`src/hdl/x86dec_pkg.sv`:
```
// Shared types, codes and classification functions of the 16-bit x86 decoder.
`default_nettype none
package x86dec_pkg;

    typedef enum logic [3:0] {
        K_BAD    = 4'd0,
        K_MOVRM  = 4'd1,
        K_MOVIR  = 4'd2,
        K_MOVIM  = 4'd3,
        K_MOVAM  = 4'd4,
        K_MOVMA  = 4'd5,
        K_ALURM  = 4'd6,
        K_ALUIM  = 4'd7,
        K_ALUACC = 4'd8,
        K_JCC    = 4'd9,
        K_LOOP   = 4'd10
    } kind_t;

    localparam logic [4:0] OP_MOV  = 5'd0;
    localparam logic [4:0] OP_ADD  = 5'd1;
    localparam logic [4:0] OP_SUB  = 5'd2;
    localparam logic [4:0] OP_CMP  = 5'd3;
    localparam logic [4:0] OP_JCC  = 5'd4;
    localparam logic [4:0] OP_LOOP = 5'd20;

    localparam logic [1:0] SRC_REG   = 2'd0;
    localparam logic [1:0] SRC_MEM   = 2'd1;
    localparam logic [1:0] SRC_IMM8  = 2'd2;
    localparam logic [1:0] SRC_IMM16 = 2'd3;

    localparam logic [3:0] BASE_DIRECT = 4'd8;
    localparam int QUEUE_DEPTH = 2;
    localparam int QUEUE_PTR_W = $clog2(QUEUE_DEPTH);
    localparam int QUEUE_CNT_W = $clog2(QUEUE_DEPTH + 1);

    // Completed instruction handed from the front to the back.
    typedef struct packed {
        logic       bad;
        logic [7:0] opcode;
        logic [7:0] modrm;
        logic [7:0] disp_lo;
        logic [7:0] disp_hi;
        logic [7:0] imm_lo;
        logic [7:0] last;
    } instr_t;

    function automatic kind_t classify(input logic [7:0] o);
        kind_t k;
        if ((o & 8'hFC) == 8'h88)      k = K_MOVRM;
        else if ((o & 8'hF0) == 8'hB0) k = K_MOVIR;
        else if ((o & 8'hFE) == 8'hC6) k = K_MOVIM;
        else if ((o & 8'hFE) == 8'hA0) k = K_MOVAM;
        else if ((o & 8'hFE) == 8'hA2) k = K_MOVMA;
        else if ((o & 8'hC4) == 8'h00) k = K_ALURM;
        else if ((o & 8'hFC) == 8'h80) k = K_ALUIM;
        else if ((o & 8'hC6) == 8'h04) k = K_ALUACC;
        else if ((o & 8'hF0) == 8'h70) k = K_JCC;
        else if ((o & 8'hFC) == 8'hE0) k = K_LOOP;
        else                           k = K_BAD;
        return k;
    endfunction

    function automatic logic has_modrm(input kind_t k);
        return k == K_MOVRM || k == K_MOVIM || k == K_ALURM || k == K_ALUIM;
    endfunction

    function automatic logic [1:0] disp_len(input kind_t k, input logic [7:0] m);
        logic [1:0] n;
        if (k == K_MOVAM || k == K_MOVMA)     n = 2'd2;
        else if (!has_modrm(k))               n = 2'd0;
        else if (m[7:6] == 2'd1)              n = 2'd1;
        else if (m[7:6] == 2'd2)              n = 2'd2;
        else if (m[7:6] == 2'd0 && m[2:0] == 3'b110) n = 2'd2;
        else                                  n = 2'd0;
        return n;
    endfunction

    function automatic logic [1:0] imm_len(input kind_t k, input logic [7:0] o);
        logic [1:0] n;
        case (k)
            K_MOVIM, K_ALUACC: n = o[0] ? 2'd2 : 2'd1;
            K_ALUIM:           n = (o[1:0] == 2'b01) ? 2'd2 : 2'd1;
            K_MOVIR:           n = o[3] ? 2'd2 : 2'd1;
            K_JCC, K_LOOP:     n = 2'd1;
            default:           n = 2'd0;
        endcase
        return n;
    endfunction

endpackage
`default_nettype wire

```
`src/hdl/x86dec_front.sv`:
```
// Front end: collects code bytes and hands off each complete instruction or unknown first byte.
`default_nettype none
module x86dec_front
    import x86dec_pkg::*;
(
    input  wire logic   clk,
    input  wire logic   rst_n,
    input  wire logic   in_valid,
    output logic        in_stall,
    input  wire logic [7:0] code_byte,
    output logic        push,
    output instr_t      push_data,
    input  wire logic   full
);

    logic [2:0] taken_reg, taken_next;
    logic [2:0] expected_reg, expected_next;
    logic [7:0] opcode_reg, modrm_reg, disp_lo_reg, disp_hi_reg, imm_lo_reg;
    logic [7:0] opcode_next, modrm_next, disp_lo_next, disp_hi_next, imm_lo_next;
    kind_t      k_byte, k_op;
    logic       accept;
    logic [1:0] dl;
    logic [2:0] kk;

    assign in_stall = full;
    assign accept   = in_valid && !full;
    assign k_byte   = classify(code_byte);
    assign k_op     = classify(opcode_reg);
    assign dl       = disp_len(k_op, modrm_reg);
    assign kk       = taken_reg - (has_modrm(k_op) ? 3'd2 : 3'd1);

    always_comb
    begin
        taken_next    = taken_reg;
        expected_next = expected_reg;
        opcode_next   = opcode_reg;
        modrm_next    = modrm_reg;
        disp_lo_next  = disp_lo_reg;
        disp_hi_next  = disp_hi_reg;
        imm_lo_next   = imm_lo_reg;
        push          = 1'b0;
        if (accept)
        begin
            if (taken_reg == 3'd0)
            begin
                if (k_byte == K_BAD)
                begin
                    push = 1'b1;
                end
                else
                begin
                    opcode_next   = code_byte;
                    expected_next = has_modrm(k_byte) ? 3'd2
                        : 3'd1 + {1'b0, disp_len(k_byte, 8'd0)}
                               + {1'b0, imm_len(k_byte, code_byte)};
                    taken_next    = 3'd1;
                end
            end
            else
            begin
                if (has_modrm(k_op) && taken_reg == 3'd1)
                begin
                    modrm_next    = code_byte;
                    expected_next = 3'd2 + {1'b0, disp_len(k_op, code_byte)}
                                         + {1'b0, imm_len(k_op, opcode_reg)};
                end
                else if (kk < {1'b0, dl})
                begin
                    if (kk == 3'd0) disp_lo_next = code_byte;
                    else            disp_hi_next = code_byte;
                end
                else if (kk == {1'b0, dl})
                begin
                    imm_lo_next = code_byte;
                end
                taken_next = taken_reg + 3'd1;
                if (taken_next >= expected_next)
                begin
                    push       = 1'b1;
                    taken_next = 3'd0;
                end
            end
        end
    end

    always_comb
    begin
        push_data.bad     = (taken_reg == 3'd0);
        push_data.opcode  = opcode_next;
        push_data.modrm   = modrm_next;
        push_data.disp_lo = disp_lo_next;
        push_data.disp_hi = disp_hi_next;
        push_data.imm_lo  = imm_lo_next;
        push_data.last    = code_byte;
    end

    always_ff @(posedge clk or negedge rst_n)
    begin
        if (!rst_n)
        begin
            taken_reg    <= 3'd0;
            expected_reg <= 3'd0;
            opcode_reg   <= 8'd0;
            modrm_reg    <= 8'd0;
            disp_lo_reg  <= 8'd0;
            disp_hi_reg  <= 8'd0;
            imm_lo_reg   <= 8'd0;
        end
        else
        begin
            taken_reg    <= taken_next;
            expected_reg <= expected_next;
            opcode_reg   <= opcode_next;
            modrm_reg    <= modrm_next;
            disp_lo_reg  <= disp_lo_next;
            disp_hi_reg  <= disp_hi_next;
            imm_lo_reg   <= imm_lo_next;
        end
    end

    a_taken_bound: assert property (@(posedge clk) disable iff (!rst_n)
        taken_reg <= 3'd6)
        else $error("byte count out of range");
    a_bad_push: assert property (@(posedge clk) disable iff (!rst_n)
        (accept && taken_reg == 3'd0 && k_byte == K_BAD) |-> push)
        else $error("unknown opcode not reported");
    a_no_push_idle: assert property (@(posedge clk) disable iff (!rst_n)
        !accept |-> !push)
        else $error("push without byte");

endmodule
`default_nettype wire

```
`src/hdl/x86dec_queue.sv`:
```
// Short queue between the front and back end.
`default_nettype none
module x86dec_queue
    import x86dec_pkg::*;
(
    input  wire logic clk,
    input  wire logic rst_n,
    input  wire logic push,
    input  instr_t    push_data,
    output logic      full,
    output logic      not_empty,
    output instr_t    head,
    input  wire logic pop
);

    instr_t                 slot_reg [QUEUE_DEPTH];
    logic [QUEUE_PTR_W-1:0] wr_reg, rd_reg;
    logic [QUEUE_CNT_W-1:0] count_reg;

    assign full      = (count_reg == QUEUE_CNT_W'(QUEUE_DEPTH));
    assign not_empty = (count_reg != '0);
    assign head      = slot_reg[rd_reg];

    always_ff @(posedge clk)
    begin
        if (push) slot_reg[wr_reg] <= push_data;
    end

    always_ff @(posedge clk or negedge rst_n)
    begin
        if (!rst_n)
        begin
            wr_reg    <= '0;
            rd_reg    <= '0;
            count_reg <= '0;
        end
        else
        begin
            if (push)
                wr_reg <= (wr_reg == QUEUE_PTR_W'(QUEUE_DEPTH - 1)) ? '0 : wr_reg + 1'b1;
            if (pop)
                rd_reg <= (rd_reg == QUEUE_PTR_W'(QUEUE_DEPTH - 1)) ? '0 : rd_reg + 1'b1;
            count_reg <= count_reg + QUEUE_CNT_W'(push) - QUEUE_CNT_W'(pop);
        end
    end

    a_no_overflow: assert property (@(posedge clk) disable iff (!rst_n)
        full |-> !push)
        else $error("queue overflow");
    a_no_underflow: assert property (@(posedge clk) disable iff (!rst_n)
        !not_empty |-> !pop)
        else $error("queue underflow");
    a_count_bound: assert property (@(posedge clk) disable iff (!rst_n)
        count_reg <= QUEUE_CNT_W'(QUEUE_DEPTH))
        else $error("queue count out of range");

endmodule
`default_nettype wire

```
`src/hdl/x86dec_back.sv`:
```
// Back end: builds the decoded record and holds it in the output register.
`default_nettype none
module x86dec_back
    import x86dec_pkg::*;
(
    input  wire logic clk,
    input  wire logic rst_n,
    input  wire logic not_empty,
    input  instr_t    head,
    output logic      pop,
    output logic      out_valid,
    input  wire logic out_stall,
    output logic             status,
    output logic [4:0]       operation,
    output logic             dest_kind,
    output logic [3:0]       dest_register,
    output logic [1:0]       src_kind,
    output logic [3:0]       src_register,
    output logic [3:0]       memory_base,
    output logic [15:0]      displacement,
    output logic [15:0]      immediate_value,
    output logic signed [7:0] jump_offset
);

    logic        valid_reg;
    logic        st;
    logic [4:0]  op;
    logic        dk;
    logic [3:0]  dr, sr, mb;
    logic [1:0]  sk;
    logic [15:0] disp, imm;
    logic [7:0]  jo;
    kind_t       k;
    logic        w, d;
    logic [2:0]  regf, sel;
    logic [1:0]  mode;
    logic [2:0]  rm;
    logic        rm_mem;
    logic [3:0]  rm_reg, rm_base;
    logic [15:0] rm_disp;
    logic        alu_ok;
    logic [4:0]  alu_code;
    logic        load;

    assign out_valid = valid_reg;
    assign load      = not_empty && (!valid_reg || !out_stall);
    assign pop       = load;

    always_comb
    begin
        k    = classify(head.opcode);
        w    = head.opcode[0];
        d    = head.opcode[1];
        regf = head.modrm[5:3];
        mode = head.modrm[7:6];
        rm   = head.modrm[2:0];
        rm_mem  = (mode != 2'd3);
        rm_reg  = {w, rm};
        rm_base = (mode == 2'd0 && rm == 3'b110) ? BASE_DIRECT : {1'b0, rm};
        case (disp_len(k, head.modrm))
            2'd1:    rm_disp = {{8{head.disp_lo[7]}}, head.disp_lo};
            2'd2:    rm_disp = {head.disp_hi, head.disp_lo};
            default: rm_disp = 16'd0;
        endcase
        sel = (k == K_ALUIM) ? regf : head.opcode[5:3];
        alu_ok = 1'b1;
        case (sel)
            3'd0:    alu_code = OP_ADD;
            3'd5:    alu_code = OP_SUB;
            3'd7:    alu_code = OP_CMP;
            default:
            begin
                alu_code = OP_MOV;
                alu_ok   = 1'b0;
            end
        endcase
        if (!(k == K_ALURM || k == K_ALUIM || k == K_ALUACC)) alu_ok = 1'b1;

        st = 1'b0; op = OP_MOV; dk = 1'b0; dr = 4'd0; sk = SRC_REG; sr = 4'd0;
        mb = 4'd0; disp = 16'd0; imm = 16'd0; jo = 8'd0;
        if (imm_len(k, head.opcode) == 2'd2)
        begin
            sk  = SRC_IMM16;
            imm = {head.last, head.imm_lo};
        end
        else if (k == K_ALUIM && head.opcode[1:0] == 2'b11)
        begin
            sk  = SRC_IMM16;
            imm = {{8{head.imm_lo[7]}}, head.imm_lo};
        end
        else
        begin
            sk  = SRC_IMM8;
            imm = {8'd0, head.imm_lo};
        end
        if (head.bad || !alu_ok)
        begin
            st = 1'b1; sk = SRC_REG; imm = 16'd0;
        end
        else
        begin
            case (k)
                K_MOVRM, K_ALURM:
                begin
                    op = (k == K_ALURM) ? alu_code : OP_MOV;
                    imm = 16'd0;
                    if (rm_mem)
                    begin
                        mb = rm_base; disp = rm_disp;
                    end
                    if (d)
                    begin
                        dr = {w, regf};
                        sk = rm_mem ? SRC_MEM : SRC_REG;
                        sr = rm_mem ? 4'd0 : rm_reg;
                    end
                    else
                    begin
                        sk = SRC_REG;
                        sr = {w, regf};
                        dk = rm_mem;
                        dr = rm_mem ? 4'd0 : rm_reg;
                    end
                end
                K_MOVIM, K_ALUIM:
                begin
                    op = (k == K_ALUIM) ? alu_code : OP_MOV;
                    dk = rm_mem;
                    dr = rm_mem ? 4'd0 : rm_reg;
                    if (rm_mem)
                    begin
                        mb = rm_base; disp = rm_disp;
                    end
                end
                K_MOVIR:
                    dr = {head.opcode[3], head.opcode[2:0]};
                K_ALUACC:
                begin
                    op = alu_code;
                    dr = {w, 3'd0};
                end
                K_MOVAM:
                begin
                    dr = {w, 3'd0}; sk = SRC_MEM; imm = 16'd0;
                    mb = BASE_DIRECT; disp = {head.disp_hi, head.disp_lo};
                end
                K_MOVMA:
                begin
                    dk = 1'b1; sk = SRC_REG; sr = {w, 3'd0}; imm = 16'd0;
                    mb = BASE_DIRECT; disp = {head.disp_hi, head.disp_lo};
                end
                K_JCC:
                begin
                    op = OP_JCC + {1'b0, head.opcode[3:0]};
                    sk = SRC_REG; imm = 16'd0; jo = head.imm_lo;
                end
                default:
                begin
                    op = OP_LOOP + {3'd0, head.opcode[1:0]};
                    sk = SRC_REG; imm = 16'd0; jo = head.imm_lo;
                end
            endcase
        end
    end

    always_ff @(posedge clk)
    begin
        if (load)
        begin
            status          <= st;
            operation       <= op;
            dest_kind       <= dk;
            dest_register   <= dr;
            src_kind        <= sk;
            src_register    <= sr;
            memory_base     <= mb;
            displacement    <= disp;
            immediate_value <= imm;
            jump_offset     <= jo;
        end
    end

    always_ff @(posedge clk or negedge rst_n)
    begin
        if (!rst_n)
            valid_reg <= 1'b0;
        else if (load)
            valid_reg <= 1'b1;
        else if (!out_stall)
            valid_reg <= 1'b0;
    end

    a_hold: assert property (@(posedge clk) disable iff (!rst_n)
        (out_valid && out_stall) |=> out_valid)
        else $error("result dropped while stalled");
    a_bad_clean: assert property (@(posedge clk) disable iff (!rst_n)
        (out_valid && status) |-> (operation == OP_MOV && displacement == 16'd0))
        else $error("unknown record carries fields");
    a_pop_has_entry: assert property (@(posedge clk) disable iff (!rst_n)
        pop |-> not_empty)
        else $error("pop from empty queue");

endmodule
`default_nettype wire

```
`src/hdl/x86_16bit_instruction_decoder_unit.sv`:
```
// Top level of the streaming 16-bit x86 instruction decoder.
// Takes one code byte per item and emits one decoded record per instruction
// (MOV forms, ADD/SUB/CMP, Jcc, LOOP family); an unknown first byte gives
// a status-1 record at once. Bytes are accepted one per cycle unless the
// queue is full: the front end updates the byte count and partial fields,
// a two-entry queue carries complete instructions to the back end, which
// forms the record into the output register. A record passes through a
// queue slot and then the output register after its last byte; stalls on
// the output side back up through the queue to the input stall.
`default_nettype none
module x86_16bit_instruction_decoder_unit
    import x86dec_pkg::*;
(
    input  wire logic clk,
    input  wire logic rst_n,
    input  wire logic in_valid,
    output logic      in_stall,
    input  wire logic [7:0] code_byte,
    output logic      out_valid,
    input  wire logic out_stall,
    output logic             status,
    output logic [4:0]       operation,
    output logic             dest_kind,
    output logic [3:0]       dest_register,
    output logic [1:0]       src_kind,
    output logic [3:0]       src_register,
    output logic [3:0]       memory_base,
    output logic [15:0]      displacement,
    output logic [15:0]      immediate_value,
    output logic signed [7:0] jump_offset
);

    // Hand-off signals between the front end, the queue and the back end.
    logic   push, full, not_empty, pop;
    instr_t push_data, head;

    x86dec_front u_front (
        .clk(clk), .rst_n(rst_n), .in_valid(in_valid), .in_stall(in_stall),
        .code_byte(code_byte), .push(push), .push_data(push_data), .full(full)
    );

    x86dec_queue u_queue (
        .clk(clk), .rst_n(rst_n), .push(push), .push_data(push_data),
        .full(full), .not_empty(not_empty), .head(head), .pop(pop)
    );

    x86dec_back u_back (
        .clk(clk), .rst_n(rst_n), .not_empty(not_empty), .head(head), .pop(pop),
        .out_valid(out_valid), .out_stall(out_stall), .status(status),
        .operation(operation), .dest_kind(dest_kind),
        .dest_register(dest_register), .src_kind(src_kind),
        .src_register(src_register), .memory_base(memory_base),
        .displacement(displacement), .immediate_value(immediate_value),
        .jump_offset(jump_offset)
    );

endmodule
`default_nettype wire

```
`config.mk`:
```
export PLATFORM = sky130hd
export DESIGN_NAME = x86_16bit_instruction_decoder_unit
export DESIGN_NICKNAME = d
export VERILOG_FILES = /design/src/hdl/x86dec_pkg.sv /design/src/hdl/x86dec_front.sv /design/src/hdl/x86dec_queue.sv /design/src/hdl/x86dec_back.sv /design/src/hdl/x86_16bit_instruction_decoder_unit.sv
export SDC_FILE = /design/constraint.sdc
export NUM_CORES = 1
export LEC_CHECK = 0
export BUFFER_PORTS_ARGS = -buffer_cell sky130_fd_sc_hd__buf_2
export CAP_MARGIN = 20
export CORE_UTILIZATION = 40
export CTS_BUF_LIST = sky130_fd_sc_hd__clkbuf_16
export DETAILED_ROUTE_END_ITERATION = 10
export GPL_TIMING_DRIVEN = 0
export SLEW_MARGIN = 20
export SYNTH_ARGS = -nofsm -noshare
export SYNTH_HDL_FRONTEND = slang
export SYNTH_SLANG_ARGS = --single-unit
```
`constraint.sdc`:
```
create_clock -name clk -period 6.42 [get_ports clk]
set_input_delay 0.963 -clock clk [delete_from_list [all_inputs] [get_ports clk]]
set_output_delay 0.963 -clock clk [all_outputs]
set_load 0.05 [all_outputs]
```
Word level (Yosys, flattened, before mapping)
Memories as Yosys holds them, arrays and structs flattened.
Index checks and enable logic that the tools add are counted.
Widths: inputs -> output; s select.
{"block": "totals", "reg_bits": 112, "mem_bits_rw": 98, "input_bits": 12, "out_inout_bits": 63, "elab_cells": 312, "memories": 1}
{"name": "u_queue.slot_reg", "words": 2, "width": 49, "rd": 1, "rd_clocked_by_memory_dff": 0, "write_ports": 1, "line_no": "x86dec_queue.sv:16", "rtl": "instr_t slot_reg [QUEUE_DEPTH];"}
{"block": "classes", "add_sub_neg": 12, "order_cmp": 2, "n_eq_ne": 81, "n_mux": 139, "bitwise": 1, "reduce_logical": 55}
{"op": "$mux 8", "count": 21}
{"op": "$mux 4", "count": 35}
{"op": "$mux 2", "count": 42}
{"op": "$pmux 16 s2", "count": 2}
{"op": "$eq 7x7->1 const B", "count": 9}
{"op": "$eq 4x3->1 const B", "count": 15}
{"op": "$eq 6x6->1 const B", "count": 9}
{"op": "$eq 4x4->1 const B", "count": 12}
{"op": "$mux 16", "count": 3}
{"op": "$eq 4x2->1 const B", "count": 9}
{"op": "$mux 3", "count": 10}
{"op": "$pmux 5 s5", "count": 1}
{"op": "$logic_not 8->1", "count": 3}
{"op": "$pmux 2 s4", "count": 3}
{"op": "$reduce_or 2->1", "count": 11}
{"op": "$logic_or 1x1->1", "count": 16}
{"op": "$mux 1", "count": 16}
{"op": "$pmux 4 s2", "count": 2}
{"op": "$pmux 4 s4", "count": 1}
{"op": "$eq 3x3->1 const B", "count": 5}
{"op": "$eq 2x1->1 const B", "count": 7}
{"op": "$eq 2x2->1 const B", "count": 7}
{"op": "$eq 4x1->1 const B", "count": 3}
{"op": "$pmux 2 s3", "count": 2}
{"op": "other kinds (28)", "count": 46}

Depth between registers and ports, before layout
Gate-level depths: netlist (run 1).
{"block": "logic_depth", "ltp_word": 31, "mapped_depth": 17, "mapped_depth_nobuf": 16}

Cells and area by module
A second synthesis (run 1) with hierarchy kept.
{"block": "unflattened", "cells_unflattened": 692, "hier_area_um2": 9900.7}
{"mod": "x86dec_queue", "instances": 1, "cells_each": 168, "area_each_um2": 3988.8, "seq_area_each_um2": 3042.9}
{"mod": "x86dec_back", "instances": 1, "cells_each": 269, "area_each_um2": 3136.8, "seq_area_each_um2": 1856.8}
{"mod": "x86dec_front", "instances": 1, "cells_each": 255, "area_each_um2": 2775.2, "seq_area_each_um2": 1151.1}

Least setup slack after synthesis (run 1)
No wires, ideal clock.
{"block": "synth_timing", "path_kind": "flip-flop to flip-flop", "startpoint": "register u_front.opcode_reg[6]", "endpoint": "memory u_queue.slot_reg[0][0] in the netlist's numbering (enable)", "setup_ns": 0.462, "arrival_ns": 5.507, "required_ns": 5.958, "setup_slack_ns": 0.451, "path_stages_with_launch": 16, "n_path_buf": 2, "synth_period_minus_slack_ns": 5.969, "cell_sequence": "dfrtp_1 -> clkbuf_1 -> nand3_1 -> or4_1 -> clkbuf_1 -> a21boi_0 -> inv_1 -> nor3_1 -> ha_1 -> mux2_2 -> ha_1 -> nand2b_1 -> a21o_1 -> a21oi_1 -> a211oi_1 -> nor2b_1"}
{"block": "synth_via", "elab_chain_cells": 31, "word_cells_on_any_way": 57, "cone_classes": "2 x add/sub; 1 x order compare; 19 x eq/ne; 27 x mux; 8 x reduce/logical"}
{"element": "start, declared", "line_no": "x86dec_front.sv:18", "rtl": "logic [7:0] opcode_reg, modrm_reg, disp_lo_reg, disp_hi_reg, imm_lo_reg;"}
{"element": "start signal, assigned", "line_no": "x86dec_front.sv:113", "rtl": "opcode_reg <= opcode_next;"}
{"element": "$eq 6x6->1", "line_no": "x86dec_pkg.sv:58", "rtl": "else if ((o & 8'hFC) == 8'hE0) k = K_LOOP;"}
{"element": "$mux 4", "line_no": "x86dec_pkg.sv:58"}
{"element": "$mux 4", "line_no": "x86dec_pkg.sv:57", "rtl": "else if ((o & 8'hF0) == 8'h70) k = K_JCC;"}
{"element": "$mux 4", "line_no": "x86dec_pkg.sv:56", "rtl": "else if ((o & 8'hC6) == 8'h04) k = K_ALUACC;"}
{"element": "$mux 4", "line_no": "x86dec_pkg.sv:55", "rtl": "else if ((o & 8'hFC) == 8'h80) k = K_ALUIM;"}
{"element": "$mux 4", "line_no": "x86dec_pkg.sv:54", "rtl": "else if ((o & 8'hC4) == 8'h00) k = K_ALURM;"}
{"element": "$mux 4", "line_no": "x86dec_pkg.sv:53", "rtl": "else if ((o & 8'hFE) == 8'hA2) k = K_MOVMA;"}
{"element": "$mux 4", "line_no": "x86dec_pkg.sv:52", "rtl": "else if ((o & 8'hFE) == 8'hA0) k = K_MOVAM;"}
{"element": "[... 15 more ...]"}
{"element": "$mux 3 *", "line_no": "x86dec_front.sv:44", "rtl": "if (taken_reg == 3'd0)"}
{"element": "$mux 3 *", "line_no": "x86dec_front.sv:42", "rtl": "if (accept)"}
{"element": "$ge 3x3->1 *", "line_no": "x86dec_front.sv:77", "rtl": "if (taken_next >= expected_next)"}
{"element": "$mux 1 *", "line_no": "x86dec_front.sv:77"}
{"element": "$mux 1 *", "line_no": "x86dec_front.sv:44"}
{"element": "$mux 1 *", "line_no": "x86dec_front.sv:42"}
{"element": "$mux 1 *", "line_no": "x86dec_queue.sv:26", "rtl": "if (push) slot_reg[wr_reg] <= push_data;"}
{"element": "$mux 1 (implied by the code) *", "line_no": "x86dec_queue.sv:26"}
{"element": "end, declared", "line_no": "x86dec_queue.sv:16"}
Mark *: on every way between the ends. The rest lies on a longest branch, timed or not. The select of a mux whose other input is x is not followed.

Worst setup path in the final report (run 1)
{"block": "layout_timing", "startpoint": "register u_queue.rd_reg", "endpoint": "register u_back.displacement[7], data pin"}
{"block": "layout_via", "elab_chain_cells": 22, "word_cells_on_any_way": 61, "cone_classes": "24 x eq/ne; 21 x mux; 15 x reduce/logical; 1 x memory"}
{"element": "start, declared", "line_no": "x86dec_queue.sv:17", "rtl": "logic [QUEUE_PTR_W-1:0] wr_reg, rd_reg;"}
{"element": "start signal, assigned", "line_no": "x86dec_queue.sv:42", "rtl": "rd_reg <= (rd_reg == QUEUE_PTR_W'(QUEUE_DEPTH - 1)) ? '0 : rd_reg + 1'b1;"}
{"element": "$mem_v2 2x49 *"}
{"element": "$eq 6x6->1", "line_no": "x86dec_pkg.sv:58"}
{"element": "$mux 4", "line_no": "x86dec_pkg.sv:58"}
{"element": "$mux 4", "line_no": "x86dec_pkg.sv:57"}
{"element": "$mux 4", "line_no": "x86dec_pkg.sv:56"}
{"element": "$mux 4", "line_no": "x86dec_pkg.sv:55"}
{"element": "$mux 4", "line_no": "x86dec_pkg.sv:54"}
{"element": "$mux 4", "line_no": "x86dec_pkg.sv:53"}
{"element": "[... 4 more ...]"}
{"element": "$eq 4x1->1 / $eq 4x2->1 (equally long branches)", "line_no": "x86dec_pkg.sv:64, x86dec_back.sv:102"}
{"element": "$logic_or 1x1->1 (3 in a row)", "line_no": "x86dec_pkg.sv:64", "rtl": "return k == K_MOVRM || k == K_MOVIM || k == K_ALURM || k == K_ALUIM;"}
{"element": "$mux 2", "line_no": "x86dec_pkg.sv:70", "rtl": "else if (!has_modrm(k)) n = 2'd0;"}
{"element": "$mux 2", "line_no": "x86dec_pkg.sv:69", "rtl": "if (k == K_MOVAM || k == K_MOVMA) n = 2'd2;"}
{"element": "$eq 2x2->1 / $eq 2x1->1 (equally long branches)", "line_no": "x86dec_back.sv:60", "rtl": "case (disp_len(k, head.modrm))"}
{"element": "$pmux 16 s2", "line_no": "x86dec_back.sv:60"}
{"element": "$mux 16", "line_no": "x86dec_back.sv:107, x86dec_back.sv:130"}
{"element": "$pmux 16 s2", "line_no": "x86dec_back.sv:102", "rtl": "case (k)"}
{"element": "end signal, assigned", "line_no": "x86dec_back.sv:177", "rtl": "displacement <= disp;"}
{"element": "end, declared", "line_no": "x86dec_back.sv:20", "rtl": "output logic [15:0] displacement,"}
Mark *: on every way between the ends. The rest lies on a longest branch, timed or not.
A chain may end at the register's enable or synchronous reset.

==> metrics.txt, run 1 <==
diode count 0; antenna violations before repair 0; Area Growth Syn to Fin 16.83%; Hold Path Class in2async; Switch Pwr 2.775 mW; Gate power share 0.453; final WL 23000 um; Synth cell types 68; wire per inst 19.07 um; DR vias/cell 5.434; H-Tree Depth 1; worst-path maximum fanout 10; met2 Use GR 0.2879; Critical Path End Type flip-flop; Setup TNS 0 ns; final worst path period need 5.891 ns; CTS Hold Bufs 0; vias in the first global route 6317; met3 usage 0.02090; register area share after synthesis 0.6150; Syn. warnings 0; ys async rst share 0.2429; Final nets 899; TritonCTS clock tree yes; Leakage 4.330 nW; Peak VDD IR 0.0002684 V; Post-synth EDFFs 159; drt drc 2; Seq cells post-synth 210; DIE AREA 25230 um^2; FMAX 169.8 MHz; Reg clk slew, reported paths 0.06 ns; pin count of the biggest net entering global routing 52; maximum buffer depth of the clock tree 3; Initial Utilization 0.4057; M1 GR Usage 0.2634; Avg Cell Area, Syn 12.93 um^2; global route overflow 0; Yosys top cell area share 0.4853; first-pass GRT wire length 36310 um; sw frac 0.4167; Final setup viols 0; Tightest Pin Transition 0.9869 ns; Largest register FFs 98; RSZ-0062 raised after global routing no; CP Launch Type flip-flop; Clock Latency Late Sink 0.50 ns; DRT Pass-1 Iters 8; Vias 6553; GP Congestion 0.8746; busiest grt layer met2; run status finished with violations; share of cells above drive strength 1 0.2143; Final period util 0.9176; count leader, synth edfxtp_1; DIE HEIGHT 158.8 um; Int Power 3.884 mW; CTS Buf Count 22; post-route ant nets 0; Reg2Reg Setup Slack 0.53 ns; WP data arrival 6.16 ns; Commonest cells post-synth edfxtp_1, mux2_2, dfrtp_1; non-filler cells, final 1206; Post-Syn Instances 761; die width 158.8 um; Clk pwr share 0.183; I/O pins 75; Num Clock Sinks 210; Cell Area, Placed 10800 um^2; FP Rows 57; critical path type reg2reg; WP data required 6.69 ns; top cell type by total area after synthesis edfxtp_1; Slew headroom 0.3390; Final Hold Vio Count 0; Mapped Area 9838 um^2; Post-CTS Setup Bufs 0; Core ar. 24250 um^2; power per cell area 579.4 nW/um^2; top_reg_cell synth edfxtp_1; final instance area 11490 um^2; Syn Nets 794; cells resized by post-CTS repair 0; hpwl dp 16220 um; Iter 0 DRT Violations 453; placed insts 1166; worst r2r path cells 15; port buffer count 74; Max-cap violations 0; clock root cell clkbuf_16; failing checks design-rule violations; pins over their slew limit 0; Area contributors post-synth edfxtp_1, dfrtp_1, mux2_2; Flop pwr share 0.364; post-route clock skew 0.01597 ns; total power 6.659 mW; All-Layer GR Usage 0.1834; hold_ws 0.4960 ns
-- cell usage in the layout, fill, tap and decap left out, types with 6 or more instances in the layout --
master and n:
a211oi_1 24, a21oi_1 21, a22oi_1 7, a2bb2oi_1 7
a31oi_1 15, buf_2 84, clkbuf_1 26, clkbuf_16 22
dfrtp_1 51, edfxtp_1 159, ha_1 19, inv_1 34
mux2_2 52, mux2i_1 37, nand2_1 48, nand2b_1 13
nand3_1 12, nand3b_1 10, nor2_1 30, nor3_1 29
nor4_1 23, o211ai_1 9, o21ai_0 27, o22ai_1 6
or3_1 6, or3b_2 6
-- per-layer routing --
layer | part of all wire | up-vias
met3 | 0.048 | 33
met4 | 0.025 | 0
met1 | 0.48 | 3169
met5 | 0 | -
li1 | - | 3157
met2 | 0.45 | 194
-- logic make-up after synthesis --
| kind of cell | Yosys count | share of synthesized area |
|---|---|---|
| simple gates | 212 | 0.1166 |
| flops | 210 | 0.6150 |
| compound gates | 156 | 0.1099 |
| mux | 89 | 0.09716 |
| buf+inv | 66 | 0.02683 |
| fa+ha+maj | 21 | 0.02823 |
| xor+xnor | 7 | 0.006232 |
-- area by class of cell --
cell class / instances / area (um^2)
sequential: 210 / 6051
multi-input combinational: 485 / 3545
clock buffer: 22 / 550.5
fill: 2186 / 12750
clock inverter: 18 / 142.6
timing repair buffer: 81 / 535.5
buffer: 40 / 166.4
inverter: 26 / 97.59
tap: 324 / 405.4
-- through the flow --
stage | worst slack (ns) | util
6_report | 0.5292 | 0.4740
5_1_grt | 0.01023 | 0.4740
4_1_cts | 0.5099 | 0.4740
3_5_place_dp | 0.5134 | 0.4454
3_3_place_gp | -1.680 | 0.4377
2_1_floorplan | 0.4513 | -
-- power groups by stage --
stage / Sequential, mW / Combinational (mW) / Clock [mW]
after floorplan: 2.97 / 1.61 / 0
after global placement: 2.49 / 2.85 / 0
after detailed placement: 2.45 / 3.00 / 0
after CTS: 2.43 / 3.02 / 1.24
after global routing: 2.48 / 3.25 / 1.29
final: 2.42 / 3.02 / 1.22
-- final timing paths --
kind / start / end
max: u_queue.rd_reg / u_back.displacement[7]
min: rst_n / u_front.imm_lo_reg[5]
max reg2reg: u_queue.rd_reg / u_back.displacement[7]
min reg2reg: u_front.expected_reg[1] / u_front.expected_reg[1]
max in group asynchronous: rst_n / u_front.disp_hi_reg[3]
min in group clk: u_front.expected_reg[1] / u_front.expected_reg[1]
-- worst max-delay path: stages, from the launching register on --
cell and delay [ns]:
dfrtp_1 0.42, buf_2 0.24, buf_2 0.29, buf_1 0.49, clkbuf_1 0.46, clkbuf_1 0.58, buf_2 0.43, buf_2 0.40
nand2_1 0.09, o32ai_1 0.12, nand3_1 0.14, ha_1 0.30, nand2b_1 0.17, a21oi_1 0.62, a21oi_1 0.46, nor4_1 0.42
(Power assumes the default switching activity.)
==> run 2, diff against run 1 <==
--- a/config.mk
+++ b/config.mk
@@ -10,4 +10,5 @@
 export CORE_UTILIZATION = 40
 export CTS_BUF_LIST = sky130_fd_sc_hd__clkbuf_16
+export CTS_CLUSTER_DIAMETER = 30
 export DETAILED_ROUTE_END_ITERATION = 10
 export GPL_TIMING_DRIVEN = 0
==> constraint.sdc (replaced) <==
create_clock -name clk -period 6.42 [get_ports clk]
set_input_delay 1.605 -clock clk [delete_from_list [all_inputs] [get_ports clk]]
set_output_delay 1.605 -clock clk [all_outputs]
set_load 0.05 [all_outputs]
==> run 2 against run 1 <==
Net effect:
- the flow still finishes with violations (design-rule violations)
- sequential power about the same
- non-clock buffer count decreased by 2
- maximum frequency down 1.7%
- clock power is 67% higher
- flip-flop and latch count did not move
- critical path type unchanged
- largest cell class unchanged
- largest power group unchanged
==> metrics.txt, run 2 (same netlist as run 1, synthesis figures left out) <==
Hold Path Class reg2reg; final WL 23010 um (about the same); Critical Path End Type flip-flop; worst hold stages 1; diode count 0 (unchanged); DIE HEIGHT 158.8 um (unchanged); pins over their slew limit 0 (unchanged); DRT Pass-1 Iters 8 (unchanged); I/O pins 75 (unchanged); HP Start u_front.expected_reg[1]; Core ar. 24250 um^2 (unchanged); FP Rows 57 (unchanged); Reg2Reg Setup Slack 0.43 ns (-0.10 ns); worst-path maximum fanout 10 (unchanged); clock root cell clkbuf_16; RSZ-0062 raised after global routing no; Area Growth Syn to Fin 22.71%; WP data required 6.69 ns (about the same); pin count of the biggest net entering global routing 52 (unchanged); Final setup viols 0 (unchanged); drt drc 1 (-1); Slew headroom 0.3548 (+0.01579); FF-to-FF End u_back.displacement[7]; Max-cap violations 0 (unchanged); FMAX 166.9 MHz (-1.7%); final worst path period need 5.992 ns (+0.1009 ns); H-Tree Depth 2 (+1); antenna violations before repair 0 (unchanged); CP Launch Type flip-flop; Final period util 0.9333 (+0.01572); first-pass GRT wire length 36240 um (-0.21%); post-route clock skew 0.01420 ns (-0.001770 ns); Peak VDD IR 0.0002654 V (-1.1%); commonest non-fill, non-tap cell in the layout edfxtp_1; wire per inst 18.63 um (-2.3%); Clock Latency Late Sink 0.51 ns (about the same); critical path type reg2reg; Tightest Pin Transition 0.9660 ns (-0.02095 ns); RR Startpoint u_queue.rd_reg; Reg clk slew, reported paths 0.06 ns (about the same); Post-CTS Setup Bufs 0 (unchanged); port buffer count 74 (unchanged); post-route ant nets 0 (unchanged); Vias 6651 (+1.5%); Leakage 4.587 nW (+5.9%); DIE AREA 25230 um^2 (unchanged); hpwl dp 16270 um (+0.31%); Final nets 914 (+1.7%); final instance area 12070 um^2 (+5.0%); CTS Hold Bufs 0 (unchanged); commonest non-fill, non-tap cells in the layout edfxtp_1, buf_2, mux2_2; Final Hold Vio Count 0 (unchanged); CTS Buf Count 39 (+77%); Largest register FFs 98 (unchanged); run status finished with violations; WHS Endpoint u_front.expected_reg[1]; hold_ws 0.4944 ns (-0.001555 ns); failing checks design-rule violations; maximum buffer depth of the clock tree 3 (unchanged); DR vias/cell 5.385 (-0.89%); Initial Utilization 0.4057 (unchanged); global route overflow 0 (unchanged); All-Layer GR Usage 0.1845 (+0.001133); cells resized by post-CTS repair 0 (unchanged); Num Clock Sinks 210 (unchanged); worst r2r path cells 15 (unchanged); TritonCTS clock tree yes; Iter 0 DRT Violations 430 (-5.1%); GP Congestion 0.8994 (+2.8%); Cell Area, Placed 10750 um^2 (-0.51%); share of cells above drive strength 1 0.2426 (+0.02830); die width 158.8 um (unchanged); vias in the first global route 6429 (+1.8%); WP data arrival 6.26 ns (+0.10 ns); power per cell area 616.2 nW/um^2 (+6.4%)
[run 2: cell count changes in the layout (fill, tap and decap cells not counted), moves of 3 or more]
cell	delta
clkbuf_16	+17
clkinvlp_4	+4
inv_6	+9
inv_1	-5
bufinv_16	+3
[run 2: final cells by class]
class	instances	area (um^2)
Clock inverter	32	351.6
Clock buffer	39	975.9
Sequential cell	210	6051
Inverter	26	97.59
Buffer	40	166.4
Fill cell	2135	12180
Multi-Input combinational cell	485	3545
Tap cell	324	405.4
Timing Repair Buffer	79	480.5
[run 2: how the worst max path moves through the flow]
stage / startpoint / endpoint / slack, ns / depth (start not counted)
detailed placement: u_queue.rd_reg / u_back.displacement[7] / 0.48 / 15
CTS: u_queue.rd_reg / u_back.displacement[7] / 0.46 / 15
global placement: out_stall / u_queue.count_reg[1] / -1.05 / 7
global route: u_queue.rd_reg / u_back.displacement[7] / 0.08 / 15
finish: u_queue.rd_reg / u_back.displacement[7] / 0.43 / 15
floorplan: out_stall / u_queue.count_reg[1] / 0.57 / 6
[run 2: per-stage QoR]
stage,setup slack [ns],utilization,cells,power [mW],TNS [ns]
floorplan,0.5714,-,761,4.581,0
global placement,-1.053,0.4378,1159,5.331,-87.95
detailed placement,0.4832,0.4431,1164,5.412,0
CTS,0.4611,0.4979,1235,7.482,0
global route,0.08290,0.4979,1235,7.826,0
finish,0.4283,0.4979,1235,7.440,0
[run 2: report_power, final]
group	switching (mW)	internal (mW)	total, mW	leakage [nW]
combinational	2.05	0.932	2.98	1.78
sequential	0.205	2.22	2.43	2.16
clock	0.701	1.33	2.04	0.653
total	2.95	4.49	7.44	4.59
[run 2: critical path: stages, from the launching register on]
cell	delay (ns)
dfrtp_1	0.43
buf_2	0.25
buf_2	0.30
buf_1	0.45
clkbuf_1	0.46
clkbuf_1	0.57
buf_2	0.42
buf_2	0.39
nand2_1	0.09
o32ai_1	0.15
nand3_1	0.15
ha_1	0.31
nand2b_1	0.17
a21oi_1	0.68
a21oi_1	0.48
nor4_1	0.44
[run 2: layer usage]
layer	wire, um	vias to the layer above	global-route usage	part of all wire
li1	-	3216	-	-
met2	10690	208	0.2933	0.46
met1	10650	3185	0.2507	0.46
met3	1071	42	0.03396	0.047
met5	0	-	0	0
met4	586	0	0.07017	0.025
